**config.mk**
```make
export PLATFORM = sky130hd
export DESIGN_NAME = quoted_printable_decoder_top_flat
export DESIGN_NICKNAME = d
export VERILOG_FILES = /design/src/hdl/qpd_pkg.sv /design/src/hdl/qpd_stream_if.sv /design/src/hdl/qpd_step.sv /design/src/hdl/quoted_printable_decoder_top.sv /design/src/flat_wrapper.sv
export VERILOG_INCLUDE_DIRS = /design/src /design/src/hdl
export SDC_FILE = /design/constraint.sdc
export NUM_CORES = 1
export LEC_CHECK = 0
export ABC_AREA = 1
export BUFFER_PORTS_ARGS = -buffer_cell sky130_fd_sc_hd__buf_2
export CAP_MARGIN = 0
export CORE_MARGIN = 5
export CORE_UTILIZATION = 60
export CTS_CLUSTER_SIZE = 10
export DETAILED_ROUTE_END_ITERATION = 6
export MAX_ROUTING_LAYER = met4
export PLACE_DENSITY_LB_ADDON = 0.25
export SETUP_SLACK_MARGIN = 0.05
export SYNTH_ARGS = -nofsm -noshare
export SYNTH_HDL_FRONTEND = slang
export SYNTH_SLANG_ARGS = --single-unit
```
**constraint.sdc**
```tcl
create_clock -name clk_i -period 5.96 [get_ports clk_i]
set_input_delay 0.298 -clock clk_i [delete_from_list [all_inputs] [get_ports clk_i]]
set_output_delay 0.298 -clock clk_i [all_outputs]
set_load 0.01 [all_outputs]
```
**src/hdl/quoted_printable_decoder_top_assert.svh**
```systemverilog
// ---------------------------------------------------------------------------
// Quoted-printable decoder assertion macros
// Clocked property wrappers shared by the decoder's assertions.
// ---------------------------------------------------------------------------
`ifndef QUOTED_PRINTABLE_DECODER_TOP_ASSERT_SVH
`define QUOTED_PRINTABLE_DECODER_TOP_ASSERT_SVH

// Consequent checked in the same cycle as the antecedent.
`define QPD_ASSERT_NOW(lbl, ante, cons, msg) \
  lbl: assert property (@(posedge clk_i) disable iff (!rst_ni) (ante) |-> (cons)) \
    else $error(msg);

// Consequent checked in the cycle after the antecedent.
`define QPD_ASSERT_NEXT(lbl, ante, cons, msg) \
  lbl: assert property (@(posedge clk_i) disable iff (!rst_ni) (ante) |=> (cons)) \
    else $error(msg);

`endif

```
**src/hdl/qpd_pkg.sv**
```systemverilog
// ---------------------------------------------------------------------------
// Quoted-printable decoder package
// Payload types, escape state codes and the character mapping function.
// ---------------------------------------------------------------------------
package qpd_pkg;

  localparam logic [7:0] CharEquals  = 8'h3D;
  localparam logic [7:0] CharNewline = 8'h0A;
  localparam logic [7:0] CharNine    = 8'h39;
  localparam logic [7:0] CharUpperF  = 8'h46;
  localparam logic [7:0] SubDigit    = 8'd48;
  localparam logic [7:0] SubUpper    = 8'd55;
  localparam logic [7:0] SubLower    = 8'd87;

  localparam logic [1:0] PhPlain = 2'd0;
  localparam logic [1:0] PhEqual = 2'd1;
  localparam logic [1:0] PhHigh  = 2'd2;

  typedef struct packed {
    logic [7:0] text_byte;
    logic       end_of_text;
  } qpd_in_t;

  typedef struct packed {
    logic [7:0] out_byte;
    logic       byte_valid;
    logic       end_of_message;
  } qpd_out_t;

  typedef struct packed {
    logic [1:0] phase;
    logic [3:0] high_nibble;
  } qpd_state_t;

  function automatic logic [7:0] qpd_map_char(input logic [7:0] v);
    logic [7:0] sub;
    if (v > CharNine) begin
      sub = (v > CharUpperF) ? SubLower : SubUpper;
    end else begin
      sub = SubDigit;
    end
    return v - sub;
  endfunction

endpackage

```
**src/hdl/qpd_stream_if.sv**
```systemverilog
// ---------------------------------------------------------------------------
// Quoted-printable decoder stream interface
// Valid/ready channel carrying one word of a configurable payload type.
// ---------------------------------------------------------------------------
interface qpd_stream_if #(
  parameter type payload_t = logic
);
  logic     valid;
  logic     ready;
  payload_t data;

  modport source (output valid, output data, input ready);
  modport sink (input valid, input data, output ready);
endinterface

```
**src/hdl/qpd_step.sv**
```systemverilog
// ---------------------------------------------------------------------------
// Quoted-printable decoder step
// Combinational next-state and result logic for one input word.
// ---------------------------------------------------------------------------
module qpd_step
  import qpd_pkg::*;
(
  input  logic       decode_mode_i,
  input  qpd_in_t    word_i,
  input  qpd_state_t state_i,
  output qpd_state_t state_o,
  output logic       emit_o,
  output qpd_out_t   result_o
);

  logic       have;
  logic [7:0] val;
  logic [7:0] mapped;
  qpd_state_t nxt;

  assign mapped = qpd_map_char(word_i.text_byte);

  always_comb begin
    have = 1'b0;
    val  = '0;
    nxt  = state_i;
    if (!decode_mode_i) begin
      nxt  = '0;
      have = 1'b1;
      val  = word_i.text_byte;
    end else begin
      unique case (state_i.phase)
        PhEqual: begin
          if (word_i.text_byte == CharNewline) begin
            nxt.phase = PhPlain;
          end else begin
            nxt.phase       = PhHigh;
            nxt.high_nibble = mapped[3:0];
          end
        end
        PhHigh: begin
          have = 1'b1;
          val  = {state_i.high_nibble, 4'b0000} | mapped;
          nxt  = '0;
        end
        default: begin
          if (word_i.text_byte == CharEquals) begin
            nxt.phase = PhEqual;
          end else begin
            nxt.phase = PhPlain;
            have      = 1'b1;
            val       = word_i.text_byte;
          end
        end
      endcase
    end

    if (word_i.text_byte == 8'h00) begin
      state_o  = '0;
      emit_o   = 1'b1;
      result_o = '{out_byte: 8'h00, byte_valid: 1'b0, end_of_message: 1'b1};
    end else if (word_i.end_of_text) begin
      state_o  = '0;
      emit_o   = 1'b1;
      result_o = '{out_byte: val, byte_valid: have, end_of_message: 1'b1};
    end else begin
      state_o  = nxt;
      emit_o   = have;
      result_o = '{out_byte: val, byte_valid: have, end_of_message: 1'b0};
    end
  end

endmodule

```
**src/hdl/quoted_printable_decoder_top.sv**
```systemverilog
// ---------------------------------------------------------------------------
// Quoted-printable decoder
// Decodes a byte stream in pass-through or quoted-printable mode.
// ---------------------------------------------------------------------------
// The text_i channel takes one word per byte of message text with its end
// flag. The result_o channel returns at most one word per input word: a
// decoded byte, which may carry the end marker, or an end marker without a
// byte. Soft line breaks and the first two characters of an escape return
// nothing. The cfg_i channel writes the decode mode and is always ready;
// the user must write it only while the block is idle, which the block
// itself does not enforce. An input word is held in an input register,
// decoded combinationally from it and written to the result register.
// One word is taken every cycle unless input stalls as described below;
// the escape state is updated as each word leaves the input register.
// Reset clears the mode to pass-through, the escape state and the valid
// flags of both registers. When the receiver stalls, the result register
// holds its word and the input register fills; input stalls only when both
// are full and the held input word would produce a result.
// ---------------------------------------------------------------------------
`include "quoted_printable_decoder_top_assert.svh"

module quoted_printable_decoder_top
  import qpd_pkg::*;
(
  input  logic clk_i,
  input  logic rst_ni,
  qpd_stream_if.sink   text_i,
  qpd_stream_if.source result_o,
  qpd_stream_if.sink   cfg_i
);

  logic       mode_q;
  logic       s1_valid_q;
  qpd_in_t    s1_data_q;
  qpd_state_t state_q;
  qpd_state_t state_d;
  logic       out_valid_q;
  qpd_out_t   out_data_q;
  logic       step_emit;
  qpd_out_t   step_result;
  logic       out_free;
  logic       s1_adv;

  qpd_step u_step (
    .decode_mode_i(mode_q),
    .word_i       (s1_data_q),
    .state_i      (state_q),
    .state_o      (state_d),
    .emit_o       (step_emit),
    .result_o     (step_result)
  );

  assign out_free     = !out_valid_q || result_o.ready;
  assign s1_adv       = s1_valid_q && (!step_emit || out_free);
  assign text_i.ready = !s1_valid_q || s1_adv;
  assign cfg_i.ready  = 1'b1;

  assign result_o.valid = out_valid_q;
  assign result_o.data  = out_data_q;

  always_ff @(posedge clk_i or negedge rst_ni) begin
    if (!rst_ni) begin
      mode_q <= 1'b0;
    end else if (cfg_i.valid) begin
      mode_q <= cfg_i.data;
    end
  end

  always_ff @(posedge clk_i or negedge rst_ni) begin
    if (!rst_ni) begin
      s1_valid_q <= 1'b0;
    end else if (text_i.ready) begin
      s1_valid_q <= text_i.valid;
    end
  end

  always_ff @(posedge clk_i) begin
    if (text_i.valid && text_i.ready) begin
      s1_data_q <= text_i.data;
    end
  end

  always_ff @(posedge clk_i or negedge rst_ni) begin
    if (!rst_ni) begin
      state_q <= '0;
    end else if (s1_adv) begin
      state_q <= state_d;
    end
  end

  always_ff @(posedge clk_i or negedge rst_ni) begin
    if (!rst_ni) begin
      out_valid_q <= 1'b0;
    end else if (s1_adv && step_emit) begin
      out_valid_q <= 1'b1;
    end else if (result_o.ready) begin
      out_valid_q <= 1'b0;
    end
  end

  always_ff @(posedge clk_i) begin
    if (s1_adv && step_emit) begin
      out_data_q <= step_result;
    end
  end

  `QPD_ASSERT_NEXT(a_end_clears_state, s1_adv && s1_data_q.end_of_text, state_q == '0, "escape state not cleared at message end")
  `QPD_ASSERT_NEXT(a_pass_emits, s1_adv && !mode_q, out_valid_q, "pass-through word produced no result")
  `QPD_ASSERT_NEXT(a_s1_holds, s1_valid_q && !s1_adv, s1_valid_q && $stable(s1_data_q), "stalled input word was lost")
  `QPD_ASSERT_NOW(a_empty_is_end, out_valid_q && !out_data_q.byte_valid, out_data_q.end_of_message, "result without byte is not a message end")

endmodule

```
**src/flat_wrapper.sv**
```systemverilog
// flat-port wrapper written by rule: the top's interface ports become plain ports
module quoted_printable_decoder_top_flat import qpd_pkg::*;
  (clk_i, rst_ni, text_i_valid, text_i_data, text_i_ready, result_o_valid, result_o_data, result_o_ready, cfg_i_valid, cfg_i_data, cfg_i_ready);
  qpd_stream_if #(.payload_t(qpd_in_t)) text_i_i ();
  qpd_stream_if #(.payload_t(qpd_out_t)) result_o_i ();
  qpd_stream_if #(.payload_t(logic)) cfg_i_i ();
  input  logic clk_i;
  input  logic rst_ni;
  input wire logic [$bits(text_i_i.valid)-1:0] text_i_valid;
  input wire logic [$bits(text_i_i.data)-1:0] text_i_data;
  output wire logic [$bits(text_i_i.ready)-1:0] text_i_ready;
  output wire logic [$bits(result_o_i.valid)-1:0] result_o_valid;
  output wire logic [$bits(result_o_i.data)-1:0] result_o_data;
  input wire logic [$bits(result_o_i.ready)-1:0] result_o_ready;
  input wire logic [$bits(cfg_i_i.valid)-1:0] cfg_i_valid;
  input wire logic [$bits(cfg_i_i.data)-1:0] cfg_i_data;
  output wire logic [$bits(cfg_i_i.ready)-1:0] cfg_i_ready;
  assign text_i_i.valid = text_i_valid;
  assign text_i_i.data = text_i_data;
  assign text_i_ready = text_i_i.ready;
  assign result_o_valid = result_o_i.valid;
  assign result_o_data = result_o_i.data;
  assign result_o_i.ready = result_o_ready;
  assign cfg_i_i.valid = cfg_i_valid;
  assign cfg_i_i.data = cfg_i_data;
  assign cfg_i_ready = cfg_i_i.ready;
  quoted_printable_decoder_top u_core (.clk_i(clk_i), .rst_ni(rst_ni), .text_i(text_i_i), .result_o(result_o_i), .cfg_i(cfg_i_i));
endmodule
```
==> results.json <==
{
  "clock_path_buffers": 2,
  "synthesis.yosys.warnings": 0,
  "timing_worst_slew_pin_value_ps": 593.6,
  "outcome": "finished, final reports clean",
  "io_pins": 28,
  "holdCritPathClass": "input pin to flip-flop",
  "timing_worst_setup_path_type": "flip-flop to flip-flop",
  "number_of_cells_after_detailed_placement": 263,
  "final_layout_size_suffix_gt1_frac": 0.2110,
  "skew_ps": 8.431,
  "design.final.nets": 262,
  "max-vdd-ir-drop_mv": 0.1564,
  "synth.top_cell.area_share": 0.3196,
  "post_syn_instances": 211,
  "syn_avg_cell_area_sq_um": 8.462,
  "post-synth-top-count-cell": "sky130_fd_sc_hd__nand2_1",
  "grt.overflow.total": 0,
  "synth.largest_area_cell": "sky130_fd_sc_hd__edfxtp_1",
  "wirelength_um": 3627,
  "buffer_ports.inserted": 26,
  "synth.ff_latch_count": 28,
  "tritoncts": "done",
  "max_clock_freq_mhz": 364.7,
  "drt_iter0_drc": 85,
  "final-hold-violation-count": 0,
  "crit_arrival_ps": 2820,
  "cp.required_ps": 6040,
  "final_antenna_net_count": 0,
  "floorplan.die.height_um": 64.55,
  "max-slew-margin-rel": 0.6038,
  "area_of_the_core_sq_mm": 0.002805,
  "postSynthNetCount": 235,
  "num_antenna_cells": 0,
  "stdcell_count": 268,
  "post_synthesis_sequential_area_ratio": 0.4457,
  "drt-pass1-iter-count": 4,
  "worstSkewPairLatency_ps": 340,
  "std_cell_rows": 19,
  "total_leakage_power_nw": 0.9295,
  "grt_usage": 0.1899,
  "antenna_violations_before_repair": 0,
  "post_synth_num_cell_types": 30,
  "netlist_area_sq_mm": 0.001785,
  "setup_repair_after_global_routing_missed_its_margin": "false",
  "postSynth.asyncResetShare": 0.3214,
  "detailroute.via_count": 1493,
  "grt_first_pass_wirelength_um": 5996,
  "wl_per_cell_um": 13.53,
  "maximum_number_of_pins_on_one_net_before_global_route_repair": 17,
  "timing.final.max_slew_violations": 0,
  "h_tree_level_count": 1,
  "layout_min_cycle_time_ps": 2742,
  "area.growth.synth_to_final_pct": 10.30,
  "post-cts-setup-buffer-count": 0,
  "hold_slack_ps": 118.6,
  "initial_standard_cell_utilization_of_the_core": 0.6365,
  "synth_edf_count": 19,
  "fill_cell_instance_count_of_the_final_layout": 247,
  "power_per_cell_area_mw_per_mm2": 234.0,
  "multi_input_area_sq_um": 823.3,
  "critical_path.startpoint_type": "flip-flop",
  "crit_path_end_kind": "flip-flop",
  "die_area_sq_mm": 0.004167,
  "synth_commonest_cells": "sky130_fd_sc_hd__nand2_1, sky130_fd_sc_hd__inv_1, sky130_fd_sc_hd__edfxtp_1",
  "clock_sink_count": 28,
  "finalWeightedCongestion": 0.9622,
  "tritoncts.num_buffers": 3,
  "cts-resized-gates": 0,
  "routed_via_density": 5.571,
  "first_global_vias": 1312,
  "finalSetupTns_ps": 0,
  "place_hpwl_um": 2842,
  "drc_errors": 0,
  "die_w_um": 64.55,
  "final_min_period_over_clock_period": 0.4600,
  "report.power.total_uw": 460.8,
  "layout.area.seq_sq_um": 795.8,
  "clk_pin_slew_worst_paths_ps": 160,
  "timing.final.setup_violations": 0,
  "holdBufCountCts": 1,
  "worst-path-max-fanout": 7,
  "max_cap_violations": 0,
  "synth.area.top_cells": "sky130_fd_sc_hd__edfxtp_1, sky130_fd_sc_hd__dfrtp_1, sky130_fd_sc_hd__nand2_1",
  "synth_flop_cell": "sky130_fd_sc_hd__edfxtp_1",
  "clock_root_buffer": "sky130_fd_sc_hd__clkbuf_4"
}
[per-stage QoR]
stage                 util  setup WS, ps  cell area, sq um
CTS                 0.7021          3275              1969
finish              0.7021          3218              1969
global route        0.7021          2958              1969
detailed placement  0.6815          3301              1912
global placement    0.6815          3368              1912
floorplan                -          3598              1785
[power by group]
group	internal (mW)	switching, mW	total (mW)	leakage, nW
Combinational	0.0388	0.0640	0.103	0.606
Clock	0.0514	0.0582	0.110	0.0261
Sequential	0.231	0.0175	0.248	0.297
Total	0.321	0.140	0.461	0.930
[area by class of cell]
cell class,count,area share
inverter,33,0.06290
sequential,28,0.4041
tap,31,0.01970
multi-input combinational,145,0.4180
timing repair buffer,27,0.07116
clock buffer,4,0.02414
[kinds of logic after synthesis]
group,count (synthesis),share of synthesized area
xor gates and xnor gates,1,0.004906
and+or+nand+nor,112,0.3181
adders and majority gates,9,0.06728
DFF,28,0.4457
AOI/OAI and AO/OA,22,0.06868
other,1,0.002100
buffers and inverters,38,0.09320
[cell usage in the layout (no fill, tap or decap), drive strengths merged, types with 2 or more instances in the layout]
cell and n:
edfxtp 19, nand4 10, nor3 6, nand3b 2
nand2 57, nand3 14, ha 8, dfrtp 9
clkbuf 4, a21oi 9, nor2 22, inv 33
o21ai 11, buf 26
[flip-flops by register name, indices dropped and copies added, names as in the netlist]
name / cells
u_core.s1_data_q: 9
u_core.result_o.valid: 1
u_core.s1_valid_q: 1
u_core.result_o.data: 10
u_core.state_q: 6
u_core.mode_q: 1
[critical path: stages, from the launching register on]
cell	delay, ps
sky130_fd_sc_hd__edfxtp_1	510
sky130_fd_sc_hd__inv_1	120
sky130_fd_sc_hd__nand2_1	90
sky130_fd_sc_hd__o21ai_0	70
sky130_fd_sc_hd__o21ai_0	160
sky130_fd_sc_hd__nand2_1	160
sky130_fd_sc_hd__inv_1	120
sky130_fd_sc_hd__ha_1	140
sky130_fd_sc_hd__inv_1	40
sky130_fd_sc_hd__fa_1	410
sky130_fd_sc_hd__nand2_1	110
sky130_fd_sc_hd__nand2_1	80
sky130_fd_sc_hd__a21oi_1	170
sky130_fd_sc_hd__nor2_1	60
sky130_fd_sc_hd__o21ai_0	170
sky130_fd_sc_hd__a21oi_1	80
[final timing paths]
path | start | endpoint | slack [ps] | cells past startpoint
hold reg to reg | u_core.state_q[2] | u_core.state_q[2] | 500 | 2
max in group asynchronous | rst_ni | u_core.state_q[0] | 5450 | 2
hold / removal | text_i_data[0] | u_core.s1_data_q[0] | 120 | 1
min in group asynchronous | rst_ni | u_core.mode_q | 340 | 2
setup reg to reg | u_core.s1_data_q[1] | u_core.result_o.data[8] | 3220 | 15
setup / recovery | u_core.s1_data_q[1] | u_core.result_o.data[8] | 3220 | 15
[routing by layer]
| layer | share of wire | up-vias | GRT usage |
|---|---|---|---|
| met3 | 0.054 | 10 | 0.02418 |
| met4 | 0.021 | 0 | 0.06069 |
| li1 | - | 747 | - |
| met5 | 0 | - | - |
| met1 | 0.47 | 687 | 0.2588 |
| met2 | 0.46 | 49 | 0.2964 |
(Power assumes the default switching activity.)
